===== src/psd_pkg.sv =====
`timescale 1ns / 1ps
// ----------------------------------------------------------------------------
// psd_pkg
// Shared types and constants for the point to segment distance pipeline.
// ----------------------------------------------------------------------------
package psd_pkg;

    localparam int DIST_W = 25;
    localparam logic [DIST_W-1:0] DIST_MAX = '1;

    typedef enum logic [1:0] {
        REG_BEYOND_B = 2'd0,
        REG_BEFORE_A = 2'd1,
        REG_PERP     = 2'd2,
        REG_DEGEN    = 2'd3
    } region_t;

    typedef struct packed {
        logic    valid;
        region_t region;
    } ctl_t;

endpackage
// ----------------------------------------------------------------------------


===== src/psd_sqrt.sv =====
`timescale 1ns / 1ps
// ----------------------------------------------------------------------------
// psd_sqrt
// Pipelined floor square root, one result bit per stage.
// ----------------------------------------------------------------------------
module psd_sqrt #(
    parameter int DW = 25
) (
    input  logic            clk,
    input  logic            rst_n,
    input  logic            advance,
    input  psd_pkg::ctl_t   ctl,
    input  logic [2*DW-1:0] sq,
    input  logic [2*DW-1:0] mag,
    output psd_pkg::ctl_t   ctl_out,
    output logic [DW-1:0]   root,
    output logic [2*DW-1:0] mag_out
);

    localparam int RW  = DW;
    localparam int SQW = 2 * DW;
    localparam int MW  = 2 * DW;
    localparam int RMW = RW + 3;

    psd_pkg::ctl_t    ctl_reg  [RW];
    logic [RMW-1:0]   rem_reg  [RW];
    logic [RW-1:0]    root_reg [RW];
    logic [SQW-1:0]   sq_reg   [RW];
    logic [MW-1:0]    mag_reg  [RW];

    for (genvar k = 0; k < RW; k++)
    begin : g_step
        psd_pkg::ctl_t  ctl_in;
        logic [RMW-1:0] rem_in, cur, trial, rem_next;
        logic [RW-1:0]  root_in, root_next;
        logic [SQW-1:0] sq_in;
        logic [MW-1:0]  mag_in;

        if (k == 0)
        begin : g_first
            assign ctl_in  = ctl;
            assign rem_in  = '0;
            assign root_in = '0;
            assign sq_in   = sq;
            assign mag_in  = mag;
        end
        else
        begin : g_rest
            assign ctl_in  = ctl_reg[k-1];
            assign rem_in  = rem_reg[k-1];
            assign root_in = root_reg[k-1];
            assign sq_in   = sq_reg[k-1];
            assign mag_in  = mag_reg[k-1];
        end

        // bring down the next pair of radicand bits
        assign cur   = {rem_in[RMW-3:0], sq_in[SQW-1-2*k -: 2]};
        assign trial = RMW'({root_in, 2'b01});

        always_comb
        begin
            if (cur >= trial)
            begin
                rem_next  = cur - trial;
                root_next = {root_in[RW-2:0], 1'b1};
            end
            else
            begin
                rem_next  = cur;
                root_next = {root_in[RW-2:0], 1'b0};
            end
        end

        always_ff @(posedge clk or negedge rst_n)
        begin
            if (!rst_n)
                ctl_reg[k] <= '0;
            else if (advance)
                ctl_reg[k] <= ctl_in;
        end

        always_ff @(posedge clk)
        begin
            if (advance)
            begin
                rem_reg[k]  <= rem_next;
                root_reg[k] <= root_next;
                sq_reg[k]   <= sq_in;
                mag_reg[k]  <= mag_in;
            end
        end
    end

    assign ctl_out = ctl_reg[RW-1];
    assign root    = root_reg[RW-1];
    assign mag_out = mag_reg[RW-1];

endmodule
// ----------------------------------------------------------------------------


===== config.mk =====
export PLATFORM = sky130hd
export DESIGN_NAME = psd_sqrt
export DESIGN_NICKNAME = d
export VERILOG_FILES = /design/src/psd_pkg.sv /design/src/psd_sqrt.sv
export SDC_FILE = /design/constraint.sdc
export NUM_CORES = 2
export LEC_CHECK = 0
export BUFFER_PORTS_ARGS = -buffer_cell sky130_fd_sc_hd__buf_2
export CORE_MARGIN = 2
export CORE_UTILIZATION = 60
export CTS_BUF_LIST = sky130_fd_sc_hd__clkbuf_4 sky130_fd_sc_hd__clkbuf_8
export CTS_CLUSTER_SIZE = 12
export DETAILED_ROUTE_END_ITERATION = 7
export GPL_ROUTABILITY_DRIVEN = 0
export PLACE_DENSITY = 0.77
export SLEW_MARGIN = 20
export SYNTH_ARGS = -nofsm -noshare
export SYNTH_HDL_FRONTEND = slang
export SYNTH_SLANG_ARGS = --single-unit
export TNS_END_PERCENT = 1

===== constraint.sdc =====
create_clock -name clk -period 3.9 [get_ports clk]
set_input_delay 0.78 -clock clk [delete_from_list [all_inputs] [get_ports clk]]
set_output_delay 0.78 -clock clk [all_outputs]
set_load 0.005 [all_outputs]

After elaboration in Yosys (flattened, before gate mapping):

Memories as Yosys holds them, arrays and structs flattened.
Cells that the tools add are included.

* equal/unequal tests: 0
* bitwise gates (word level): 0
* multipliers: 0
* multiplexer cells: 52
* reduce and logical (&&, ||, !) cells: 0
* $lt $le $gt $ge: 25
* $add $sub $neg: 25
* div/mod/pow operators: 0
* shift-type cells: 0

Operator list (count)
* $mux 28: 25
* $ge 28x27->1: 24
* $sub 28x27->28: 24
* $mux 1: 27
* $sub 2x1->3 const B: 1
* $ge 2x1->1 const B: 1

* bits in registers: 75
* bits in writable memories: 3825
* ROM bits: 0
* memories: 4
* word-level logic and storage cells: 156
* bits in latches: 0

Memories
* mag_reg: depth 25, width 50, rd ports 25, clocked after Yosys merged registers in 0, write ports 25, line psd_sqrt.sv:29 `logic [MW-1:0] mag_reg [RW];`
* sq_reg: depth 25, width 50, rd ports 24, clocked after Yosys merged registers in 0, write ports 25, line psd_sqrt.sv:28 `logic [SQW-1:0] sq_reg [RW];`
* rem_reg: depth 25, width 28, rd ports 24, clocked after Yosys merged registers in 0, write ports 25, line psd_sqrt.sv:26 `logic [RMW-1:0] rem_reg [RW];`
* root_reg: depth 25, width 25, rd ports 25, clocked after Yosys merged registers in 0, write ports 25, line psd_sqrt.sv:27 `logic [RW-1:0] root_reg [RW];`

Longest topological paths before layout:

An unclocked memory read counts as a cell.

* word-level depth: 3
* mapped depth: 14
* depth with buffers taken out: 12

Least setup slack after synthesis:

OpenSTA, ideal clock, no wires.

* path kind: reg-to-reg
* from: memory rem_reg[1][183] in the netlist's numbering
* to: memory rem_reg[1][218] in the netlist's numbering (data pin)
* data arrival time: 2.792 ns
* clock period less this slack: 3.052 ns
* slack: 0.848 ns
* path buffers: 1
* cell stages (with the launch flop): 10
* path through: edfxtp_1 ha_1 and3_1 nor3b_1 nand4_1 a2111oi_0 nor4_1 nor3_2 buf_2 mux2_2

RTL lines (line)
* start: declaration: psd_sqrt.sv:26

==> Implementation_results.wiki <==
{| class="wikitable"
! Metric !! Value
|-
| Run status || finished, final reports clean
|-
| Final setup vio count || 0
|-
| Worst R2R Start || rem_reg[0][296]$_DFFE_PP_
|-
| Worst relative slew slack || 36.24%
|-
| Worst hold stages || 1
|-
| Core Footprint || 183,300 sq um
|-
| FF/Latch Area || 84,880 sq um
|-
| Least setup slack across all paths after layout || 0.3058 ns
|-
| Area grow syn2layout || 12.70%
|-
| Setup repair after global routing missed its margin || no
|-
| Layout cell share with drive strength beyond 1 || 14.27%
|-
| Aggregate global routing overflow || 0
|-
| Cell Rows || 157
|-
| Maximum buffer depth of the clock tree || 4
|-
| Category of the most critical setup path || register to register
|-
| CTS HTree Levels || 5
|-
| Yosys synthesis warning count || 0
|-
| Dominant register cell in the synthesized netlist || sky130_fd_sc_hd__edfxtp_1
|-
| Num Clock Sinks || 2,839
|-
| Arrival time worst endpoint || 4.35 ns
|-
| Total Die Area || 188,200 sq um
|-
| Startpoint class of the critical path || register
|-
| Vias in the first global route || 57,030
|-
| Unique masters post-synth || 87
|-
| Final standard cell area without fillers || 124,900 sq um
|-
| Detailed placement HPWL || 110,800 microns
|-
| Netlist area before placement || 110,800 sq um
|-
| Final core occ || 68.15%
|-
| Count of pins over their slew limit || 0
|-
| Commonest cells in the synthesized netlist || sky130_fd_sc_hd__edfxtp_1, sky130_fd_sc_hd__inv_1, sky130_fd_sc_hd__nand2_1
|-
| Clk slew on worst S/H paths || 0.06 ns
|-
| Number of synthesized flops with an enable pin || 2,764
|-
| DP Worst Slack || 0.3684 ns
|-
| Final critical-path share of the clock period || 92.16%
|-
| Worst-case register-to-register setup slack || 0.31 ns
|-
| Clock Tree Root || sky130_fd_sc_hd__clkbuf_8
|-
| DRC violation count after routing || 0
|-
| Required time of the critical path || 4.65 ns
|-
| Post-CTS setup repair buffer count || 0
|-
| Number of antenna violations at the first check in global routing || 2
|-
| Placed cell count || 9,519
|-
| Biggest fanout along the worst timing path || 19
|-
| Critical Path End Type || register
|-
| Maximum number of pins on one net before global-route repair || 157
|-
| Reported leakage power || 46.80 nW
|-
| Fin Setup TNS || 0 ns
|-
| Clock buffers created by TritonCTS || 440
|-
| Min-Delay Endpoint || sq_reg[0][170]$_DFFE_PP_
|-
| Synthesized netlist cell count || 6,870
|-
| Max cap viols || 0
|-
| Worst slack on hold paths || 0.2168 ns
|-
| Worst reg2reg path depth || 9
|-
| Total routing usage reported by global routing || 18.32%
|-
| Count of fill cells added during filler insertion || 11,780
|-
| Worst clock skew || 0.06580 ns
|-
| Cell types occupying the most area after synthesis || sky130_fd_sc_hd__edfxtp_1, sky130_fd_sc_hd__ha_1, sky130_fd_sc_hd__xnor2_1
|-
| Residual antenna-violating net count after detailed routing || 0
|-
| Post-synthesis area per instance || 16.13 sq um
|-
| Detailed-route wire length per cell || 16.61 microns
|-
| Clock insertion delay at the later pin of the skew report || 1.07 ns
|-
| Final net count || 8,060
|-
| Routed vias || 57,100
|-
| I/O Pins || 184
|-
| Shortest period the worst path allows || 3.594 ns
|-
| Most frequent cell after synthesis || sky130_fd_sc_hd__edfxtp_1
|-
| Async set-or-reset flop fraction in the synthesized netlist || 2.642%
|-
| DRT Wirelength || 172,500 microns
|-
| Power, Total || 71.12 mW
|-
| Via-per-instance ratio || 5.498
|-
| Share of Yosys cell area claimed by the top area cell type || 74.88%
|-
| Effective utilization at floorplan || 60.48%
|-
| Global-route wire length before repair || 279,100 microns
|-
| Tightest Pin Transition || 0.9445 ns
|-
| P per Cell Area || 569.4 nW/um^2
|-
| Largest vdd supply drop || 0.4409 mV
|-
| Hold crit path type || input pin to register
|-
| Total of buffers placed on input and output ports || 183
|-
| Area of the multi-input gates || 23,820 sq um
|-
| Vertical die dimension || 433.8 microns
|-
| Startpoint of the tightest hold check path || advance
|-
| Number of flip-flops under the largest register name || 1,250
|-
| Number of search-and-repair iterations in the first detailed-routing pass || 5
|-
| Die X || 433.8 microns
|-
| Total count of hold-check failures in the final report || 0
|-
| End of the worst register-to-register path || rem_reg[0][328]$_DFFE_PP_
|-
| Yosys reg bits || 2,839
|-
| Final non-filler cell total || 10,390
|-
| DR iter-0 viols || 3,954
|-
| Largest area contributor in the synthesized netlist || sky130_fd_sc_hd__edfxtp_1
|-
| CTS tree || yes
|-
| Placed standard-cell area || 115,600 sq um
|-
| Sequential cell area fraction in the yosys report || 76.58%
|-
| Syn_nets || 7,328
|-
| Maximum clock frequency || 278.2 MHz
|}
final cells by class:
cell class | instances | area share [%]
clock inverter | 171 | 0.8244
tap | 2464 | 2.468
inverter | 451 | 1.355
timing repair buffer | 398 | 2.528
multi-input combinational | 3472 | 19.07
antenna | 1 | 0.002003
clock buffer | 590 | 5.805
sequential | 2839 | 67.95
routing by layer:
layer  vias to the layer above  track usage [%]  part of all wire (%)
li1                      27460                -                     -
met1                     27360            22.14                    41
met2                      1800            31.67                    51
met3                       479            3.898                   5.2
met4                         0            8.237                   3.5
met5                         -                0                     0
worst max path at each step:
stage	slack (ns)	end	from
detailed placement	0.37	rem_reg[0][323]$_DFFE_PP_	rem_reg[0][297]$_DFFE_PP_
global route	0.17	rem_reg[0][323]$_DFFE_PP_	rem_reg[0][297]$_DFFE_PP_
global placement	0.45	rem_reg[0][323]$_DFFE_PP_	rem_reg[0][297]$_DFFE_PP_
finish	0.31	rem_reg[0][328]$_DFFE_PP_	rem_reg[0][296]$_DFFE_PP_
CTS	0.39	rem_reg[0][328]$_DFFE_PP_	rem_reg[0][297]$_DFFE_PP_
floorplan	0.85	rem_reg[1][218]$_DFFE_PP_	rem_reg[1][183]$_DFFE_PP_
kinds of logic (layout without fill, tap and decap cells):
kind of cell	count (synthesis)	count (layout)	share of synthesized area, %
buf+inv	559	1610	1.955
compound gates	1078	1078	6.114
mux	112	112	1.129
simple gates	1454	1454	6.495
flops	2839	2839	76.58
other cells	1	2	0.003383
xor+xnor	475	475	3.753
fa+ha+maj	352	352	3.974
report_power, final:
| part | internal (mW) | switching, mW | total [mW] |
|---|---|---|---|
| combinational | 4.02 | 5.21 | 9.23 |
| clock | 12.7 | 10.5 | 23.1 |
| sequential | 37.2 | 1.52 | 38.8 |
layout by cell type (no fill, tap or decap), types with 65 or more instances in the layout:
cell,instances
sky130_fd_sc_hd__o21ai_0,267
sky130_fd_sc_hd__dlygate4sd3_1,105
sky130_fd_sc_hd__clkbuf_8,451
sky130_fd_sc_hd__buf_2,182
sky130_fd_sc_hd__dfrtp_1,75
sky130_fd_sc_hd__mux2_2,104
sky130_fd_sc_hd__inv_1,447
sky130_fd_sc_hd__o21a_1,65
sky130_fd_sc_hd__a21o_1,132
sky130_fd_sc_hd__nor2_1,357
sky130_fd_sc_hd__buf_4,82
sky130_fd_sc_hd__a21oi_1,321
sky130_fd_sc_hd__edfxtp_1,2764
sky130_fd_sc_hd__nor3_1,143
sky130_fd_sc_hd__xnor2_1,242
sky130_fd_sc_hd__ha_1,352
sky130_fd_sc_hd__nor4_1,75
sky130_fd_sc_hd__nand2_1,374
sky130_fd_sc_hd__xor2_1,233
sky130_fd_sc_hd__clkbuf_4,139
sky130_fd_sc_hd__clkinv_1,92
sky130_fd_sc_hd__nand3_1,86
sky130_fd_sc_hd__or3_1,66
worst max-delay path: stages (launching register included):
cell                       delay (ns)
sky130_fd_sc_hd__edfxtp_1        0.46
sky130_fd_sc_hd__nor4_4          0.35
sky130_fd_sc_hd__nand2b_1        0.15
sky130_fd_sc_hd__or4_1           0.43
sky130_fd_sc_hd__or4_1           0.50
sky130_fd_sc_hd__or3_1           0.44
sky130_fd_sc_hd__a41oi_2         0.45
sky130_fd_sc_hd__inv_2           0.27
sky130_fd_sc_hd__nand2_1         0.17
sky130_fd_sc_hd__o21ai_0         0.10
timing repair:
item,CTS,global route
gates resized for setup,0,0
hold buffers,105,0
endpoints found under the hold margin,144,0
No activity file was read; power rests on OpenSTA's default activity.
