[src/psd_pkg.sv]
`timescale 1ns / 1ps
// ----------------------------------------------------------------------------
// psd_pkg
// Shared types and constants for the point to segment distance pipeline.
// ----------------------------------------------------------------------------
package psd_pkg;

    localparam int DIST_W = 25;
    localparam logic [DIST_W-1:0] DIST_MAX = '1;

    typedef enum logic [1:0] {
        REG_BEYOND_B = 2'd0,
        REG_BEFORE_A = 2'd1,
        REG_PERP     = 2'd2,
        REG_DEGEN    = 2'd3
    } region_t;

    typedef struct packed {
        logic    valid;
        region_t region;
    } ctl_t;

endpackage
// ----------------------------------------------------------------------------

[src/psd_div.sv]
`timescale 1ns / 1ps
// ----------------------------------------------------------------------------
// psd_div
// Saturation check and pipelined restoring divide of the cross magnitude by
// the segment length, one quotient bit per stage; other regions pass the clamped root.
// ----------------------------------------------------------------------------
module psd_div #(
    parameter int DW = 25
) (
    input  logic                       clk,
    input  logic                       rst_n,
    input  logic                       advance,
    input  psd_pkg::ctl_t              ctl,
    input  logic [DW-1:0]              root,
    input  logic [2*DW-1:0]            mag,
    output psd_pkg::ctl_t              ctl_out,
    output logic [psd_pkg::DIST_W-1:0] distance
);

    localparam int RW    = DW;
    localparam int MW    = 2 * DW;
    localparam int DISTW = psd_pkg::DIST_W;
    localparam int XW    = MW + DISTW;
    localparam int NS    = DISTW;

    psd_pkg::ctl_t    ctl0_reg;
    logic [MW-1:0]    rem0_reg;
    logic [RW-1:0]    len0_reg;
    logic [DISTW-1:0] q0_reg, q0_next;
    logic             done0_reg, done0_next;
    logic             sat;
    logic [DISTW-1:0] root_sat;

    psd_pkg::ctl_t    ctl_reg  [NS];
    logic [MW-1:0]    rem_reg  [NS];
    logic [RW-1:0]    len_reg  [NS];
    logic [DISTW-1:0] q_reg    [NS];
    logic             done_reg [NS];

    assign sat      = XW'(mag) >= (XW'(root) << DISTW);
    assign root_sat = (XW'(root) > XW'(psd_pkg::DIST_MAX)) ? psd_pkg::DIST_MAX
                                                           : DISTW'(root);

    always_comb
    begin
        if (ctl.region == psd_pkg::REG_PERP)
        begin
            q0_next    = sat ? psd_pkg::DIST_MAX : '0;
            done0_next = sat;
        end
        else
        begin
            q0_next    = root_sat;
            done0_next = 1'b1;
        end
    end

    always_ff @(posedge clk or negedge rst_n)
    begin
        if (!rst_n)
            ctl0_reg <= '0;
        else if (advance)
            ctl0_reg <= ctl;
    end

    always_ff @(posedge clk)
    begin
        if (advance)
        begin
            rem0_reg  <= mag;
            len0_reg  <= root;
            q0_reg    <= q0_next;
            done0_reg <= done0_next;
        end
    end

    for (genvar j = 0; j < NS; j++)
    begin : g_step
        localparam int BIT = NS - 1 - j;
        psd_pkg::ctl_t    ctl_in;
        logic [MW-1:0]    rem_in, rem_next;
        logic [RW-1:0]    len_in;
        logic [DISTW-1:0] q_in, q_next;
        logic             done_in;
        logic [XW-1:0]    shifted;

        if (j == 0)
        begin : g_first
            assign ctl_in  = ctl0_reg;
            assign rem_in  = rem0_reg;
            assign len_in  = len0_reg;
            assign q_in    = q0_reg;
            assign done_in = done0_reg;
        end
        else
        begin : g_rest
            assign ctl_in  = ctl_reg[j-1];
            assign rem_in  = rem_reg[j-1];
            assign len_in  = len_reg[j-1];
            assign q_in    = q_reg[j-1];
            assign done_in = done_reg[j-1];
        end

        assign shifted = XW'(len_in) << BIT;

        always_comb
        begin
            if (!done_in && (XW'(rem_in) >= shifted))
            begin
                rem_next = rem_in - MW'(shifted);
                q_next   = q_in | (DISTW'(1) << BIT);
            end
            else
            begin
                rem_next = rem_in;
                q_next   = q_in;
            end
        end

        always_ff @(posedge clk or negedge rst_n)
        begin
            if (!rst_n)
                ctl_reg[j] <= '0;
            else if (advance)
                ctl_reg[j] <= ctl_in;
        end

        always_ff @(posedge clk)
        begin
            if (advance)
            begin
                rem_reg[j]  <= rem_next;
                len_reg[j]  <= len_in;
                q_reg[j]    <= q_next;
                done_reg[j] <= done_in;
            end
        end
    end

    assign ctl_out  = ctl_reg[NS-1];
    assign distance = q_reg[NS-1];

endmodule
// ----------------------------------------------------------------------------

[config.mk]
export PLATFORM = sky130hd
export DESIGN_NAME = psd_div
export DESIGN_NICKNAME = d
export VERILOG_FILES = /design/src/psd_pkg.sv /design/src/psd_div.sv
export SDC_FILE = /design/constraint.sdc
export NUM_CORES = 2
export LEC_CHECK = 0
export BUFFER_PORTS_ARGS = -buffer_cell sky130_fd_sc_hd__clkbuf_2
export CORE_UTILIZATION = 55
export DETAILED_ROUTE_END_ITERATION = 8
export GPL_TIMING_DRIVEN = 0
export PLACE_DENSITY = 0.84
export SETUP_SLACK_MARGIN = 0.2
export SLEW_MARGIN = 20
export SYNTH_ARGS = -nofsm -noshare
export SYNTH_HDL_FRONTEND = slang
export SYNTH_SLANG_ARGS = --single-unit
export TNS_END_PERCENT = 20
[constraint.sdc]
create_clock -name clk -period 3.5 [get_ports clk]
set_input_delay 0.175 -clock clk [delete_from_list [all_inputs] [get_ports clk]]
set_output_delay 0.175 -clock clk [all_outputs]
set_load 0.01 [all_outputs]
## Word-level counts from Yosys, hierarchy flattened

Memories as Yosys holds them, arrays and structs flattened.
Index checks and enable logic that the tools add are counted.

- $add $sub $neg: 25
- Multiply operators: 0
- Divide/modulo/power cells: 0
- Magnitude comparators: 26
- Equality and inequality tests: 1
- Shift-type cells: 0
- Muxes and demuxes: 54
- Bitwise logic cells: 0
- Reduce and logical (&&, ||, !) cells: 50

Operator list:

| kind | number |
|---|---|
| two-way mux 50 bit | 25 |
| two-way mux 25 bit | 3 |
| greater-or-equal comparator 50 x 25 -> 1 bit | 1 |
| greater-or-equal comparator 50 x 26 -> 1 bit | 1 |
| greater-or-equal comparator 50 x 27 -> 1 bit | 1 |
| greater-or-equal comparator 50 x 28 -> 1 bit | 1 |
| greater-or-equal comparator 50 x 29 -> 1 bit | 1 |
| greater-or-equal comparator 50 x 30 -> 1 bit | 1 |
| greater-or-equal comparator 50 x 31 -> 1 bit | 1 |
| greater-or-equal comparator 50 x 32 -> 1 bit | 1 |
| greater-or-equal comparator 50 x 33 -> 1 bit | 1 |
| greater-or-equal comparator 50 x 34 -> 1 bit | 1 |
| greater-or-equal comparator 50 x 35 -> 1 bit | 1 |
| greater-or-equal comparator 50 x 36 -> 1 bit | 1 |
| greater-or-equal comparator 50 x 37 -> 1 bit | 1 |
| greater-or-equal comparator 50 x 38 -> 1 bit | 1 |
| greater-or-equal comparator 50 x 39 -> 1 bit | 1 |
| greater-or-equal comparator 50 x 40 -> 1 bit | 1 |
| greater-or-equal comparator 50 x 41 -> 1 bit | 1 |
| greater-or-equal comparator 50 x 42 -> 1 bit | 1 |
| greater-or-equal comparator 50 x 43 -> 1 bit | 1 |
| greater-or-equal comparator 50 x 44 -> 1 bit | 1 |
| greater-or-equal comparator 50 x 45 -> 1 bit | 1 |
| greater-or-equal comparator 50 x 46 -> 1 bit | 1 |
| other kinds (56) | 106 |

- Register bits after elaboration: 179
- Latch bits: 0
- RAM bits: 2525
- ROM bits: 0
- Input port bits: 81
- Output and inout port bits: 28
- Word-level logic and storage cells: 216
- Memories: 4

Memories:

| name | depth | bits a word | rd ports | clocked after Yosys merged registers in | wr ports | line | RTL |
|---|---|---|---|---|---|---|---|
| rem_reg | 25 | 50 | 24 | 0 | 25 | psd_div.sv:35 | `logic [MW-1:0] rem_reg [NS];` |
| len_reg | 25 | 25 | 24 | 0 | 25 | psd_div.sv:36 | `logic [RW-1:0] len_reg [NS];` |
| q_reg | 25 | 25 | 25 | 0 | 25 | psd_div.sv:37 | `logic [DISTW-1:0] q_reg [NS];` |
| done_reg | 25 | 1 | 24 | 0 | 25 | psd_div.sv:38 | `logic done_reg [NS];` |

## Logic depth before layout (Yosys ltp)

An unclocked memory read counts as a cell.

- Depth in word-level cells: 4
- Gate-level depth with buffers: 16
- Depth with buffers taken out: 14

## Worst setup path before layout

No wires, ideal clock.

- Kind: register to register
- From: memory rem_reg[2][288] (netlist bit)
- To: memory rem_reg[2][339] (netlist bit), data pin
- Library setup time: 271 ps
- Arrival: 3649 ps
- Data required time: 3229 ps
- Slack: -420 ps
- Stages on the path, launching flop included: 14
- Buffers on the path: 3
- Period minus slack after synthesis: 3920 ps
- Path through: edfxtp_1 or4_1 or3_1 buf_2 or4_4 o311ai_1 or3_1 a31oi_1 or2_1 clkbuf_1 or4_1 buf_2 nor4_1 xor2_1

RTL lines:

| element | line |
|---|---|
| from (decl) | psd_div.sv:35 |

==> summary.txt <==
Synthesis
  • Most instantiated cells after synthesis: edfxtp_1, inv_1, nand2_1
  • Yosys top cell by area: edfxtp_1
  • Cell with the most instances after synthesis: edfxtp_1
  • Yosys warns: 0
  • Synth area leaders: edfxtp_1, ha_1, xor2_1, o21ai_0, xnor2_1
  • Number of synthesized flops with an enable pin: 2550
  • Top FF cell, synth: edfxtp_1
  • Sequential share of the synthesized area: 0.6188
  • #FFs+latches synth: 2628
  • Cells after Synth: 10130
  • Yosys cell types: 82
  • Post-Syn Area per Cell: 12.52 um2
  • Synthesized cell area: 0.1269 mm2
  • Post-synth top area share: 0.6034
  • Asr flop ratio synth: 0.02968
  • Syn_nets: 10890

Floorplanning
  • Die Span Y: 482.3 um
  • Initial Utilization: 0.5557
  • Die footprint: 0.2327 mm2
  • Top Ports: 109
  • Core area: 0.2284 mm2
  • Row count: 175
  • DIE WIDTH: 482.3 um

Clocking
  • H-tree levels: 5
  • Max Root-Sink Buffers: 4
  • Sink Count: 2628
  • Clock latency on the worst-skew pair: 0.98 ns
  • Clk root buf: clkbuf_16
  • TritonCTS buffer count: 293
  • Clk slew on worst S/H paths: 0.06 ns
  • CTS tree: built

STA
  • Fin. Hold Viols: 0
  • Clk_skew: 0.08933 ns
  • Slew HR: 0.3362
  • Period utilization: 1.144
  • Min Tclk post-route: 4.005 ns
  • RSZ-0062 raised after global routing: true
  • Worst-Margin Slew: 0.9924 ns
  • Endpoints failing setup: 273
  • Final Max Slew Viols: 0
  • Hold Slack: 0.05469 ns
  • Fmax: 249.7 MHz
  • Setup ws final: -0.5053 ns

Critical path
  • Crit. End Element: register
  • Critical path class: register to register
  • Delay-heaviest family, CP: compound AO/OA/AOI/OAI gates
  • Slowest CP cell: a2111o_1
  • CP max FO: 3
  • Crit-path most repeated cell: a21o_1
  • Critical path buffers and inverters: 2
  • CP Data Required Time: 4.15 ns
  • Cell Chain, Critical Path: inv_1 -> ha_2 -> inv_2 -> fa_2 -> a21o_1 -> a21o_1 -> a2111oi_4 -> o31ai_4 -> a2111o_1 -> and3_4 -> o21ai_4 -> nand3b_1 -> or3_4 -> xnor2_2
  • Worst Path Arrival: 4.65 ns
  • Setup crit start kind: register
  • Worst path max stage delay: 0.60 ns

Global route
  • First-pass GRT wire length: 490800 um
  • GRT Util Overall: 0.2739
  • Initial antenna violation count: 9
  • Pin count of the biggest net entering global routing: 109
  • Gr ovfl total: 0
  • Vias in the first global route: 85920

Pwr
  • Leak Pwr: 59.80 nW
  • Sequential power share: 0.442
  • Combinational cell fraction of total power: 0.236
  • Sw Ratio: 0.2931
  • Pint: 65.83 mW
  • Pwr Density: 606.2 mW/mm2
  • Max VDD drop: 488.4 uV
  • NetSw: 27.30 mW
  • Clock power share: 0.322

Cells and area
  • P&R area growth vs syn: 21.07%
  • Layout cells sized above 1: 0.1926
  • NumNets Final: 11910
  • Fill cells: 15400
  • Max FFs per register: 1200
  • Finished Cell Area: 0.1536 mm2

Hold path
  • Min-Delay Path Class: input pin to register

Route
  • Iter 0 DRT Violations: 8623
  • Drt first pass iters: 6
  • DRC: 0
  • Post-DR vias/cell: 6.033
  • Final ANT Viol Nets: 0
  • WL/cell: 23.17 um
  • Drt total wl: 333100 um
  • Via Count: 86720

Placement
  • RD Place Congestion: 1.006
  • Pre-CTS setup slack: -2.136 ns
  • Dpl hpwl: 224200 um
  • DP Area: 0.1323 mm2
  • Port bufs: 108

Outcome
  • Status: finished, violations left
  • Failing checks: setup timing

Run
  • Total of max-cap violations: 0
repair_timing:
action	in CTS	in global routing
gates resized for setup	857	785
buffers inserted	183	221
setup endpoints to repair	923	935
cloned	12	8
hold buffers	163	0
pin swaps	172	277
hold endpoints to repair	260	0
worst paths after layout:
kind / start / end / slack [ns] / cells past startpoint
setup / recovery: rem_reg[2][252] / rem_reg[2][338] / -0.51 / 14
hold reg to reg: q_reg[17][3] / q_reg[18][3] / 0.39 / 0
setup reg to reg: rem_reg[2][252] / rem_reg[2][338] / -0.51 / 14
max in group asynchronous: rst_n / ctl_reg[54] / 3.00 / 4
min in group asynchronous: rst_n / ctl_reg[61] / 0.31 / 4
hold / removal: root[4] / g_step[0].len_in[4] / 0.05 / 2
power by group through the flow:
| stage | combinational (mW) | sequential (mW) | clock, mW |
|---|---|---|---|
| floorplan | 13.0 | 40.5 | 0 |
| global placement | 12.5 | 41.9 | 0 |
| detailed placement | 17.7 | 41.6 | 0 |
| CTS | 19.7 | 41.1 | 30.3 |
| global route | 23.8 | 41.5 | 31.6 |
| finish | 22.0 | 41.2 | 30.0 |
logic make-up after synthesis:
family                     Yosys count  synth area share
muxes                              225           0.01992
and+or+nand+nor                   2557           0.09986
buffers and inverters             1048           0.03111
adders and majority gates          674           0.06787
DFF                               2628            0.6188
AOI/OAI and AO/OA                 2216            0.1083
xor gates and xnor gates           784           0.05411
through the flow:
stage / cells / TNS, ns / power [mW] / util
floorplan: 10130 / -2.058 / 53.55 / -
global placement: 13250 / - / 54.36 / 0.5754
detailed placement: 13280 / -842.82 / 59.31 / 0.5792
CTS: 14140 / -45.89 / 91.08 / 0.6506
global route: 14370 / -73.50 / 96.78 / 0.6727
finish: 14370 / -36.74 / 93.13 / 0.6727
layout by cell type (no fill, tap or decap), types with 111 or more instances in the layout:
cell type / n
nor3_1: 149
nand4_1: 126
dlygate4sd3_1: 157
ha_1: 537
edfxtp_1: 2550
inv_1: 782
clkbuf_16: 335
a21o_1: 317
a21oi_1: 479
nand3_1: 141
clkbuf_2: 168
buf_4: 370
o21ai_0: 598
xor2_1: 410
clkbuf_1: 111
nand2_1: 767
xnor2_1: 369
mux2_2: 194
nor2_1: 470
per-layer routing:
layer,GRT usage,part of all wire,vias to the layer above
li1,-,-,39690
met1,0.3376,0.39,42480
met2,0.4624,0.48,3570
met4,0.1509,0.063,6
met3,0.04291,0.063,967
met5,0,0.00011,-
layout make-up:
cell class                 count  area [um2]  share of cell area
tap                         3009        3765             0.02451
antenna                        3       7.507          0.00004886
clock inverter               156        1505            0.009797
buffer                       242        2115             0.01376
inverter                     805        3029             0.01972
sequential                  2628       78530              0.5111
clock buffer                 348        7685             0.05002
timing repair buffer         726        6783             0.04415
multi-input combinational   6456       50220              0.3269
No activity file was read; power rests on OpenSTA's default activity.
